[src/hw/rtl/ssfm_pkg.sv]
package ssfm_pkg;

    localparam int MAX_FRAMES = 32;
    localparam int ADDR_W     = 32;
    localparam int IDX_W      = (MAX_FRAMES > 1) ? $clog2(MAX_FRAMES) : 1;
    localparam int CNT_W      = $clog2(MAX_FRAMES + 1);

    localparam logic [1:0] ACT_EVICT   = 2'd0;
    localparam logic [1:0] ACT_RESTORE = 2'd1;
    localparam logic [1:0] ACT_L2G     = 2'd2;
    localparam logic [1:0] ACT_G2L     = 2'd3;

    localparam logic [1:0] ERR_OK    = 2'd0;
    localparam logic [1:0] ERR_FULL  = 2'd1;
    localparam logic [1:0] ERR_EMPTY = 2'd2;
    localparam logic [1:0] ERR_PTR   = 2'd3;

    localparam logic REG_SPM_BASE = 1'b0;
    localparam logic REG_MEM_BASE = 1'b1;

    typedef struct packed {
        logic [1:0]        action;
        logic [ADDR_W-1:0] stack_pointer;
        logic [ADDR_W-1:0] address;
    } t_cmd;

    typedef struct packed {
        logic              dma_issue;
        logic              dma_to_memory;
        logic [ADDR_W-1:0] dma_local_addr;
        logic [ADDR_W-1:0] dma_global_addr;
        logic [ADDR_W-1:0] dma_length;
        logic [ADDR_W-1:0] result_addr;
        logic              translated;
        logic [1:0]        error;
    } t_result;

    typedef struct packed {
        logic [ADDR_W-1:0] local_addr;
        logic [ADDR_W-1:0] global_addr;
        logic [ADDR_W-1:0] length;
    } t_frame;

    typedef struct packed {
        logic push;
        logic pop;
    } t_stack_ctl;

    typedef struct packed {
        logic             empty;
        logic             full;
        logic [CNT_W-1:0] count;
        t_frame           top;
    } t_stack_sts;

endpackage

[src/hw/rtl/ssfm_frame_stack.sv]
module ssfm_frame_stack (
    input  logic                i_clk,
    input  logic                i_rst_n,
    input  ssfm_pkg::t_stack_ctl i_ctl,
    input  ssfm_pkg::t_frame     i_frame,
    output ssfm_pkg::t_stack_sts o_sts
);
    import ssfm_pkg::*;

    t_frame           r_mem [MAX_FRAMES];
    logic [CNT_W-1:0] r_count;
    logic [CNT_W-1:0] n_count;
    logic [CNT_W-1:0] w_top_ptr;

    assign w_top_ptr = r_count - CNT_W'(1);

    always_comb begin
        n_count = r_count;
        if (i_ctl.push) begin
            n_count = r_count + CNT_W'(1);
        end else if (i_ctl.pop) begin
            n_count = r_count - CNT_W'(1);
        end
    end

    always_ff @(posedge i_clk) begin
        if (!i_rst_n) begin
            r_count <= '0;
        end else begin
            r_count <= n_count;
        end
    end

    // entries have no reset; only pushed slots are ever read
    always_ff @(posedge i_clk) begin
        if (i_ctl.push) begin
            r_mem[r_count[IDX_W-1:0]] <= i_frame;
        end
    end

    assign o_sts.empty = (r_count == '0);
    assign o_sts.full  = (r_count >= CNT_W'(MAX_FRAMES));
    assign o_sts.count = r_count;
    assign o_sts.top   = r_mem[w_top_ptr[IDX_W-1:0]];

endmodule

[src/hw/rtl/scratchpad_stack_frame_manager.sv]
// An accepted command passes the command register, then the result register, to o_valid.
// Throughput: one transaction per cycle; busy is never raised, since each command
// touches only the top frame entry through one register stage and one compute stage.
// Results are strobed for one cycle and cannot be stalled by the receiver.
// Reset (synchronous, active low) empties the frame stack and clears both base
// registers; frame entries are not cleared.
module scratchpad_stack_frame_manager (
    input  logic              i_clk,
    input  logic              i_rst_n,
    input  logic              start,
    output logic              busy,
    input  ssfm_pkg::t_cmd    i_cmd,
    output logic              o_valid,
    output ssfm_pkg::t_result o_result,
    input  logic              psel,
    input  logic              penable,
    input  logic              pwrite,
    input  logic [2:0]        paddr,
    input  logic [31:0]       pwdata,
    output logic [31:0]       prdata,
    output logic              pready
);
    import ssfm_pkg::*;

    logic              r_cmd_vld;
    t_cmd              r_cmd;
    logic              r_res_vld;
    t_result           r_res;
    t_result           n_res;
    logic [ADDR_W-1:0] r_spm_base;
    logic [ADDR_W-1:0] r_mem_base;

    t_stack_ctl        w_ctl;
    t_stack_sts        w_sts;
    t_frame            w_push;
    logic              w_cfg_wr;
    logic              w_sp_ok;
    logic [ADDR_W-1:0] w_top;
    logic [ADDR_W-1:0] w_len;
    logic [ADDR_W-1:0] w_glob;
    logic [ADDR_W-1:0] w_l_off;
    logic [ADDR_W-1:0] w_g_off;

    assign busy   = 1'b0;
    assign pready = 1'b1;

    // configuration
    assign w_cfg_wr = psel & penable & pwrite & pready;

    always_ff @(posedge i_clk) begin
        if (!i_rst_n) begin
            r_spm_base <= '0;
            r_mem_base <= '0;
        end else if (w_cfg_wr) begin
            unique case (paddr[2])
                REG_SPM_BASE: r_spm_base <= pwdata[ADDR_W-1:0];
                REG_MEM_BASE: r_mem_base <= pwdata[ADDR_W-1:0];
                default:      ;
            endcase
        end
    end

    always_comb begin
        unique case (paddr[2])
            REG_SPM_BASE: prdata = r_spm_base;
            REG_MEM_BASE: prdata = r_mem_base;
            default:      prdata = '0;
        endcase
    end

    // command register
    always_ff @(posedge i_clk) begin
        if (!i_rst_n) begin
            r_cmd_vld <= 1'b0;
        end else begin
            r_cmd_vld <= start & ~busy;
        end
    end

    always_ff @(posedge i_clk) begin
        if (start & ~busy) begin
            r_cmd <= i_cmd;
        end
    end

    ssfm_frame_stack u_stack (
        .i_clk   (i_clk),
        .i_rst_n (i_rst_n),
        .i_ctl   (w_ctl),
        .i_frame (w_push),
        .o_sts   (w_sts)
    );

    // frame top in memory: last evicted frame, else the memory stack base
    assign w_sp_ok = (r_cmd.stack_pointer <= r_spm_base);
    assign w_top   = w_sts.empty ? r_mem_base : w_sts.top.global_addr;
    assign w_len   = r_spm_base - r_cmd.stack_pointer;
    assign w_glob  = w_top - w_len;
    assign w_l_off = r_spm_base - r_cmd.address;
    assign w_g_off = w_top - r_cmd.address;

    assign w_push.local_addr  = r_cmd.stack_pointer;
    assign w_push.global_addr = w_glob;
    assign w_push.length      = w_len;

    always_comb begin
        n_res = '0;
        w_ctl = '0;
        unique case (r_cmd.action)
            ACT_EVICT: begin
                if (w_sts.full) begin
                    n_res.error = ERR_FULL;
                end else if (!w_sp_ok) begin
                    n_res.error = ERR_PTR;
                end else begin
                    w_ctl.push            = r_cmd_vld;
                    n_res.dma_issue       = 1'b1;
                    n_res.dma_to_memory   = 1'b1;
                    n_res.dma_local_addr  = r_cmd.stack_pointer;
                    n_res.dma_global_addr = w_glob;
                    n_res.dma_length      = w_len;
                end
            end
            ACT_RESTORE: begin
                if (w_sts.empty) begin
                    n_res.error = ERR_EMPTY;
                end else begin
                    w_ctl.pop             = r_cmd_vld;
                    n_res.dma_issue       = 1'b1;
                    n_res.dma_local_addr  = w_sts.top.local_addr;
                    n_res.dma_global_addr = w_sts.top.global_addr;
                    n_res.dma_length      = w_sts.top.length;
                end
            end
            ACT_L2G: begin
                n_res.result_addr = r_cmd.address;
                if (w_sp_ok && (r_cmd.address >= r_cmd.stack_pointer) &&
                    (r_cmd.address < r_spm_base)) begin
                    n_res.result_addr = w_top - w_l_off;
                    n_res.translated  = 1'b1;
                end
            end
            ACT_G2L: begin
                n_res.result_addr = r_cmd.address;
                // distance from the top is compared, so no wrap below zero
                if (w_sp_ok && (r_cmd.address < w_top) && (w_g_off <= w_len)) begin
                    n_res.result_addr = r_spm_base - w_g_off;
                    n_res.translated  = 1'b1;
                end
            end
            default: ;
        endcase
    end

    // result register
    always_ff @(posedge i_clk) begin
        if (!i_rst_n) begin
            r_res_vld <= 1'b0;
        end else begin
            r_res_vld <= r_cmd_vld;
        end
    end

    always_ff @(posedge i_clk) begin
        r_res <= n_res;
    end

    assign o_valid  = r_res_vld;
    assign o_result = r_res;

`ifndef ASSERT_OFF
    a_two_cycle_latency: assert property (@(posedge i_clk) disable iff (!i_rst_n)
        (start && !busy) |=> ##1 o_valid)
        else $error("accepted transaction did not produce a result");

    a_error_clean: assert property (@(posedge i_clk) disable iff (!i_rst_n)
        (o_valid && o_result.error != ERR_OK) |->
        (!o_result.dma_issue && !o_result.translated))
        else $error("error result carries a command or translation");

    a_count_bound: assert property (@(posedge i_clk) disable iff (!i_rst_n)
        w_sts.count <= CNT_W'(MAX_FRAMES))
        else $error("frame count beyond table depth");

    a_push_moves_count: assert property (@(posedge i_clk) disable iff (!i_rst_n)
        w_ctl.push |=> (w_sts.count == $past(w_sts.count) + CNT_W'(1)))
        else $error("push did not advance frame count");
`endif

endmodule

[config.mk]
export PLATFORM = sky130hd
export DESIGN_NAME = scratchpad_stack_frame_manager
export DESIGN_NICKNAME = d
export VERILOG_FILES = /design/src/hw/rtl/ssfm_pkg.sv /design/src/hw/rtl/ssfm_frame_stack.sv /design/src/hw/rtl/scratchpad_stack_frame_manager.sv
export SDC_FILE = /design/constraint.sdc
export NUM_CORES = 2
export LEC_CHECK = 0
export CORE_ASPECT_RATIO = 1.2
export CORE_MARGIN = 5
export CORE_UTILIZATION = 25
export CTS_CLUSTER_SIZE = 10
export DETAILED_ROUTE_END_ITERATION = 6
export DONT_BUFFER_PORTS = 1
export PLACE_DENSITY = 0.49
export SYNTH_ARGS = -nofsm -noshare
export SYNTH_HDL_FRONTEND = slang
export SYNTH_HIERARCHICAL = 1
export SYNTH_SLANG_ARGS = --single-unit
export TNS_END_PERCENT = 50
[constraint.sdc]
create_clock -name i_clk -period 12.15 [get_ports i_clk]
set_input_delay 1.215 -clock i_clk [delete_from_list [all_inputs] [get_ports i_clk]]
set_output_delay 1.215 -clock i_clk [all_outputs]
set_load 0.03 [all_outputs]
Word-level counts from Yosys, hierarchy flattened
Memories as Yosys holds them, arrays and structs flattened.
Cells that the tools add are included.
W data, S select, Z words.

word-level totals
  memories = 1
  memory bits (writable) = 3072
  register bits after elaboration = 271
  output and inout port bits = 168
  word-level logic and storage cells = 72

operators by class
  magnitude comparators = 6
  reductions and logical operators = 10
  equal/unequal tests = 3
  mux-type cells = 24
  $add $sub $neg = 8
  bitwise logic cells = 4

memories
  memory         words  width  read ports  clocked after Yosys merged registers in  write ports  line                    source
  u_stack.r_mem  32     96     1           0                                        1            ssfm_frame_stack.sv:10  t_frame r_mem [MAX_FRAMES];

operators by type and width
  cell                   count
  $mux W98               2
  $pmux W96 S2           1
  $sub A32 B32 Y32       6
  $mux W96               1
  $mux W33               2
  $pmux W33 S2           1
  $le A32 B32 Y1         2
  $lt A32 B32 Y1         2
  $pmux W32 S2           1
  $ge A32 B32 Y1         1
  $mux W32               1
  $mux W6                2
  $mux W1                8
  $add A6 B1 Y6 const B  1
  $ge A6 B6 Y1 const B   1
  $logic_not A6 Y1       1
  $mux W2                3
  $sub A6 B1 Y6 const B  1
  $eq A2 B2 Y1 const B   2
  $logic_and A1 B1 Y1    4
  $pmux W2 S2            1
  $reduce_and A2 Y1      2
  $and A1 B1 Y1          2
  $eq A2 B1 Y1 const B   1
  5 further kinds        6

Logic depth before layout (Yosys ltp)
An unclocked memory read counts as a cell.

  depth in word-level cells = 8
  depth in mapped cells = 39

By module
Netlist, hierarchy kept.

by module, submodules not included
  module                          area each (um^2)  times used  cells an instance
  ssfm_frame_stack                118994.1          1           5013
  scratchpad_stack_frame_manager  21126.5           1           2560

Least setup slack after synthesis
No wires, ideal clock.

  kind = reg2reg
  start = register u_stack.r_count[0]
  end = register r_res (netlist bit o_result[31])
  stages on the path, launching flop included = 37
  setup time = 0.095 ns
  data arrival time = 8.362 ns
  setup slack = 3.693 ns
  path buffers = 6
  cell sequence = dfxtp_1 -> buf_4 -> buf_4 -> buf_2 -> inv_1 -> ha_1 -> buf_4 -> buf_2 -> buf_1 -> mux4_2 -> mux2_2 -> a21oi_1 -> a2111oi_2 -> mux2i_1 -> inv_1 -> ha_1 -> or4_1 -> o21ai_0 -> a211oi_1 -> o21ai_0 -> o211ai_1 -> a31oi_1 -> o21ai_0 -> a2111o_1 -> a31o_2 -> a21oi_1 -> xnor2_1 -> ha_1 -> nand4_1 -> or2_2 -> or3_1 -> or3_4 -> a2111o_1 -> o41ai_2 -> nand2_4 -> or4_1 -> o311ai_1

RTL lines
  element                   line                                   source
  start: declaration        ssfm_frame_stack.sv:11                 logic [CNT_W-1:0] r_count;
  start signal: assignment  ssfm_frame_stack.sv:30                 r_count <= n_count;
  end signal: assignment    scratchpad_stack_frame_manager.sv:165  r_res <= n_res;
  end: declaration          scratchpad_stack_frame_manager.sv:28   t_result r_res;

==> results.toml <==
[run_status]
status = "finished clean"

[power]
seq_power_share = 0.516
net-switching-power_mw = 5.76
p_per_area_nw_per_um2 = 156
leakage_nw = 52.0
power.total_mw = 25.3
swShare = 0.228
internal-power_mw = 19.5
vdd_ir_drop_max_uv = 128
clkPwrFrac = 0.429
p_comb_frac = 0.054

[synth]
synth_common_cells = "3138 x edfxtp_1, 768 x mux4_2, 350 x a21oi_1"
synth_area_sq_um = 140000
synth_warnings = 6
synthArstFlopShare = 0
synthTopCellsByArea = "edfxtp_1 67%, mux4_2 12%, dfxtp_1 2.9%"
ys.flop_type = "edfxtp_1"
synth_nets = 7971
synth-edff-count = 3138
synth-seq-cells = 3343
syn-instance-count = 7573
yosysTopAreaCellShare = 0.672
synth_area_per_cell_sq_um = 18.5
yosysSeqAreaShare = 0.702
yosys.area.top_type = "edfxtp_1"
yosysUniqueCellTypes = 96
synth.most_common_cell = "edfxtp_1"

[clock_tree]
cts_resized = 0
post_cts_buffers = 0
clockRootBuffer = "clkbuf_16"
numCtsBuffers = 390
clkTransAtPathRegs_ns = 0.06
clock_path_buffers = 4
clock_latency_ns = 1.02
htree_num_levels = 5
clkSinkCount = 3343
holdBufCountCts = 0
tritoncts = "built"

[sta]
relSlewSlack = 0.0527
period_share = 0.901
final_hold_viol_count = 0
finClkSkew_ns = 0.0936
tns_ns = 0
rsz0062_at_grt = "no"
tightest_slew_ns = 1.41
post-route-min-period_ns = 10.95
whs_ns = 0.291
timing.fmax_mhz = 91.3
report.final.slew_viol_count = 0
finalSetupViolations = 0

[drt]
via_per_inst = 4.92
dr_total_vias = 76600
drc = 0
routed_wl_mm = 491
routedWlPerCell_um = 31.6
drt_pass1_iterations = 6
route.antenna.remaining_nets = 0
drtIter0Drc = 8114

[worst_setup_path]
r2r_end = "o_result[33]$_DFF_P_"
crit_family = "compound AO/OA/AOI/OAI gates"
slowest_stage = "ha_4"
r2r-start = "u_stack/r_count[1]$_SDFFE_PN0P_"
cp_num_buf_inv = 5
critPathMaxFanout = 39
required_ns = 12.95
rr_worst_depth = 31
worst_path_largest_cell_delay_ns = 0.79
end_kind = "register"
critPathArrivalTime_ns = 11.75
startpoint_type = "register"
r2r_slack_ns = 1.20
path_class = "register to register"

[layout]
multi_input_area_sq_um = 39500
drive_gt1_frac = 0.245
ff_latch_area_sq_um = 98300
nets = 8315
area_delta_synth_final_pct = 16.0
fill_cells = 55000

[grt]
groute.layer.met2.usage = 0.263
antenna_found_initial = 71
grt_first_pass_wirelength_mm = 665
grt_overflow_total = 0
grt_usage = 0.165
grt_pass1_vias = 77700
busiest_layer = "met2"
met3_usage = 0.0452
use_met1 = 0.219
grt_max_degree = 103

[placement]
dp_hpwl_mm = 296
gp_congestion = 0.934
io_buffers = 0

[die]
placementRows = 301
die_h_um = 830
die_area_sq_um = 576000
die_x_um = 693
io_pins = 275
start_util = 0.251
coreArea_sq_um = 559000

[min_path]
hold_path_startpoint = "i_cmd[26]"
hold_end = "r_cmd[26]$_DFFE_PP_"
hold_class = "input pin to register"
min_path_cells = 0

[flow_run]
maxCapViolations = 0
-- metal layers --
layer	wire [um]	share of wire
met3	41400	0.084
met2	227000	0.46
met1	206000	0.42
met4	16000	0.033
met5	316	0.00064
-- power by group through the flow --
stage | sequential, mW | clock, mW | combinational [mW]
global route | 13.1 | 11.6 | 1.48
floorplan | 13.2 | 0 | 0.745
detailed placement | 13.3 | 0 | 1.36
finish | 13.1 | 10.9 | 1.37
global placement | 13.3 | 0 | 1.31
CTS | 13.1 | 11.2 | 1.36
-- sequential cells by signal, summed over array words and instances, names as in the netlist --
| register | count |
|---|---|
| r_mem_base | 32 |
| r_cmd_vld | 1 |
| o_valid | 1 |
| o_result | 133 |
| u_stack/r_count | 6 |
| u_stack/r_mem | 3072 |
| r_spm_base | 32 |
| r_cmd | 66 |
-- worst max path at each step --
stage	start	end	slack (ns)	depth (start not counted)
3_5_place_dp	u_stack/r_count[1]$_SDFFE_PN0P_	o_result[33]$_DFF_P_	1.41	31
4_1_cts	u_stack/r_count[1]$_SDFFE_PN0P_	o_result[33]$_DFF_P_	1.32	31
3_3_place_gp	u_stack/r_count[1]$_SDFFE_PN0P_	o_result[33]$_DFF_P_	1.48	32
5_1_grt	u_stack/r_count[1]$_SDFFE_PN0P_	o_result[33]$_DFF_P_	0.91	32
6_report	u_stack/r_count[1]$_SDFFE_PN0P_	o_result[33]$_DFF_P_	1.20	31
2_1_floorplan	u_stack/r_count[0]$_SDFFE_PN0P_	o_result[31]$_DFF_P_	3.69	36
-- metrics by stage --
stage,instance area [sq um],instances,setup slack [ns],utilization
6_report,162000,15600,1.20,0.291
5_1_grt,162000,15500,0.907,0.290
4_1_cts,162000,15500,1.32,0.290
3_5_place_dp,151000,14900,1.41,0.270
3_3_place_gp,151000,14900,1.48,0.270
2_1_floorplan,140000,7573,3.69,-
-- cells in the final DEF (no fill, tap or decap), types with 15 or more instances in the layout --
cell type	n
a2111oi_2	98
a21boi_0	70
a21o_1	98
a21oi_1	350
a221oi_1	102
a22oi_1	38
a31oi_1	20
and2_1	16
and3_1	15
buf_12	24
buf_4	310
clkbuf_1	126
clkbuf_16	395
dfxtp_1	204
diode_2	30
edfxtp_1	3138
fa_1	35
ha_1	255
inv_1	299
mux2_2	196
mux2i_1	148
mux4_2	768
nand2_1	321
nand2b_1	30
nand3_1	60
nand4_1	24
nor2_1	126
nor2_4	35
nor2b_1	123
nor3_1	33
o21a_1	22
o21ai_0	169
o21ai_1	16
o21bai_1	21
xnor2_1	57
xnor2_2	30
xor2_1	31
-- final cells by class --
class	instances	share of cell area
multi-input combinational	3547	0.243
tap	7423	0.0572
clock buffer	524	0.0640
antenna	30	0.000462
clock inverter	59	0.00608
inverter	300	0.00693
timing repair buffer	335	0.0173
sequential	3343	0.605
-- kinds of logic (layout without fill, tap and decap cells) --
| family | Yosys count | count (layout) | share of synthesized area |
|---|---|---|---|
| fa+ha+maj | 293 | 293 | 0.0280 |
| xor+xnor | 139 | 139 | 0.00884 |
| other cells | 2 | 32 | 0.0000536 |
| compound gates | 1150 | 1150 | 0.0595 |
| simple gates | 851 | 851 | 0.0290 |
| flops | 3343 | 3343 | 0.702 |
| buf+inv | 683 | 1218 | 0.0230 |
| mux | 1112 | 1112 | 0.150 |
No activity file was read; power rests on OpenSTA's default activity.
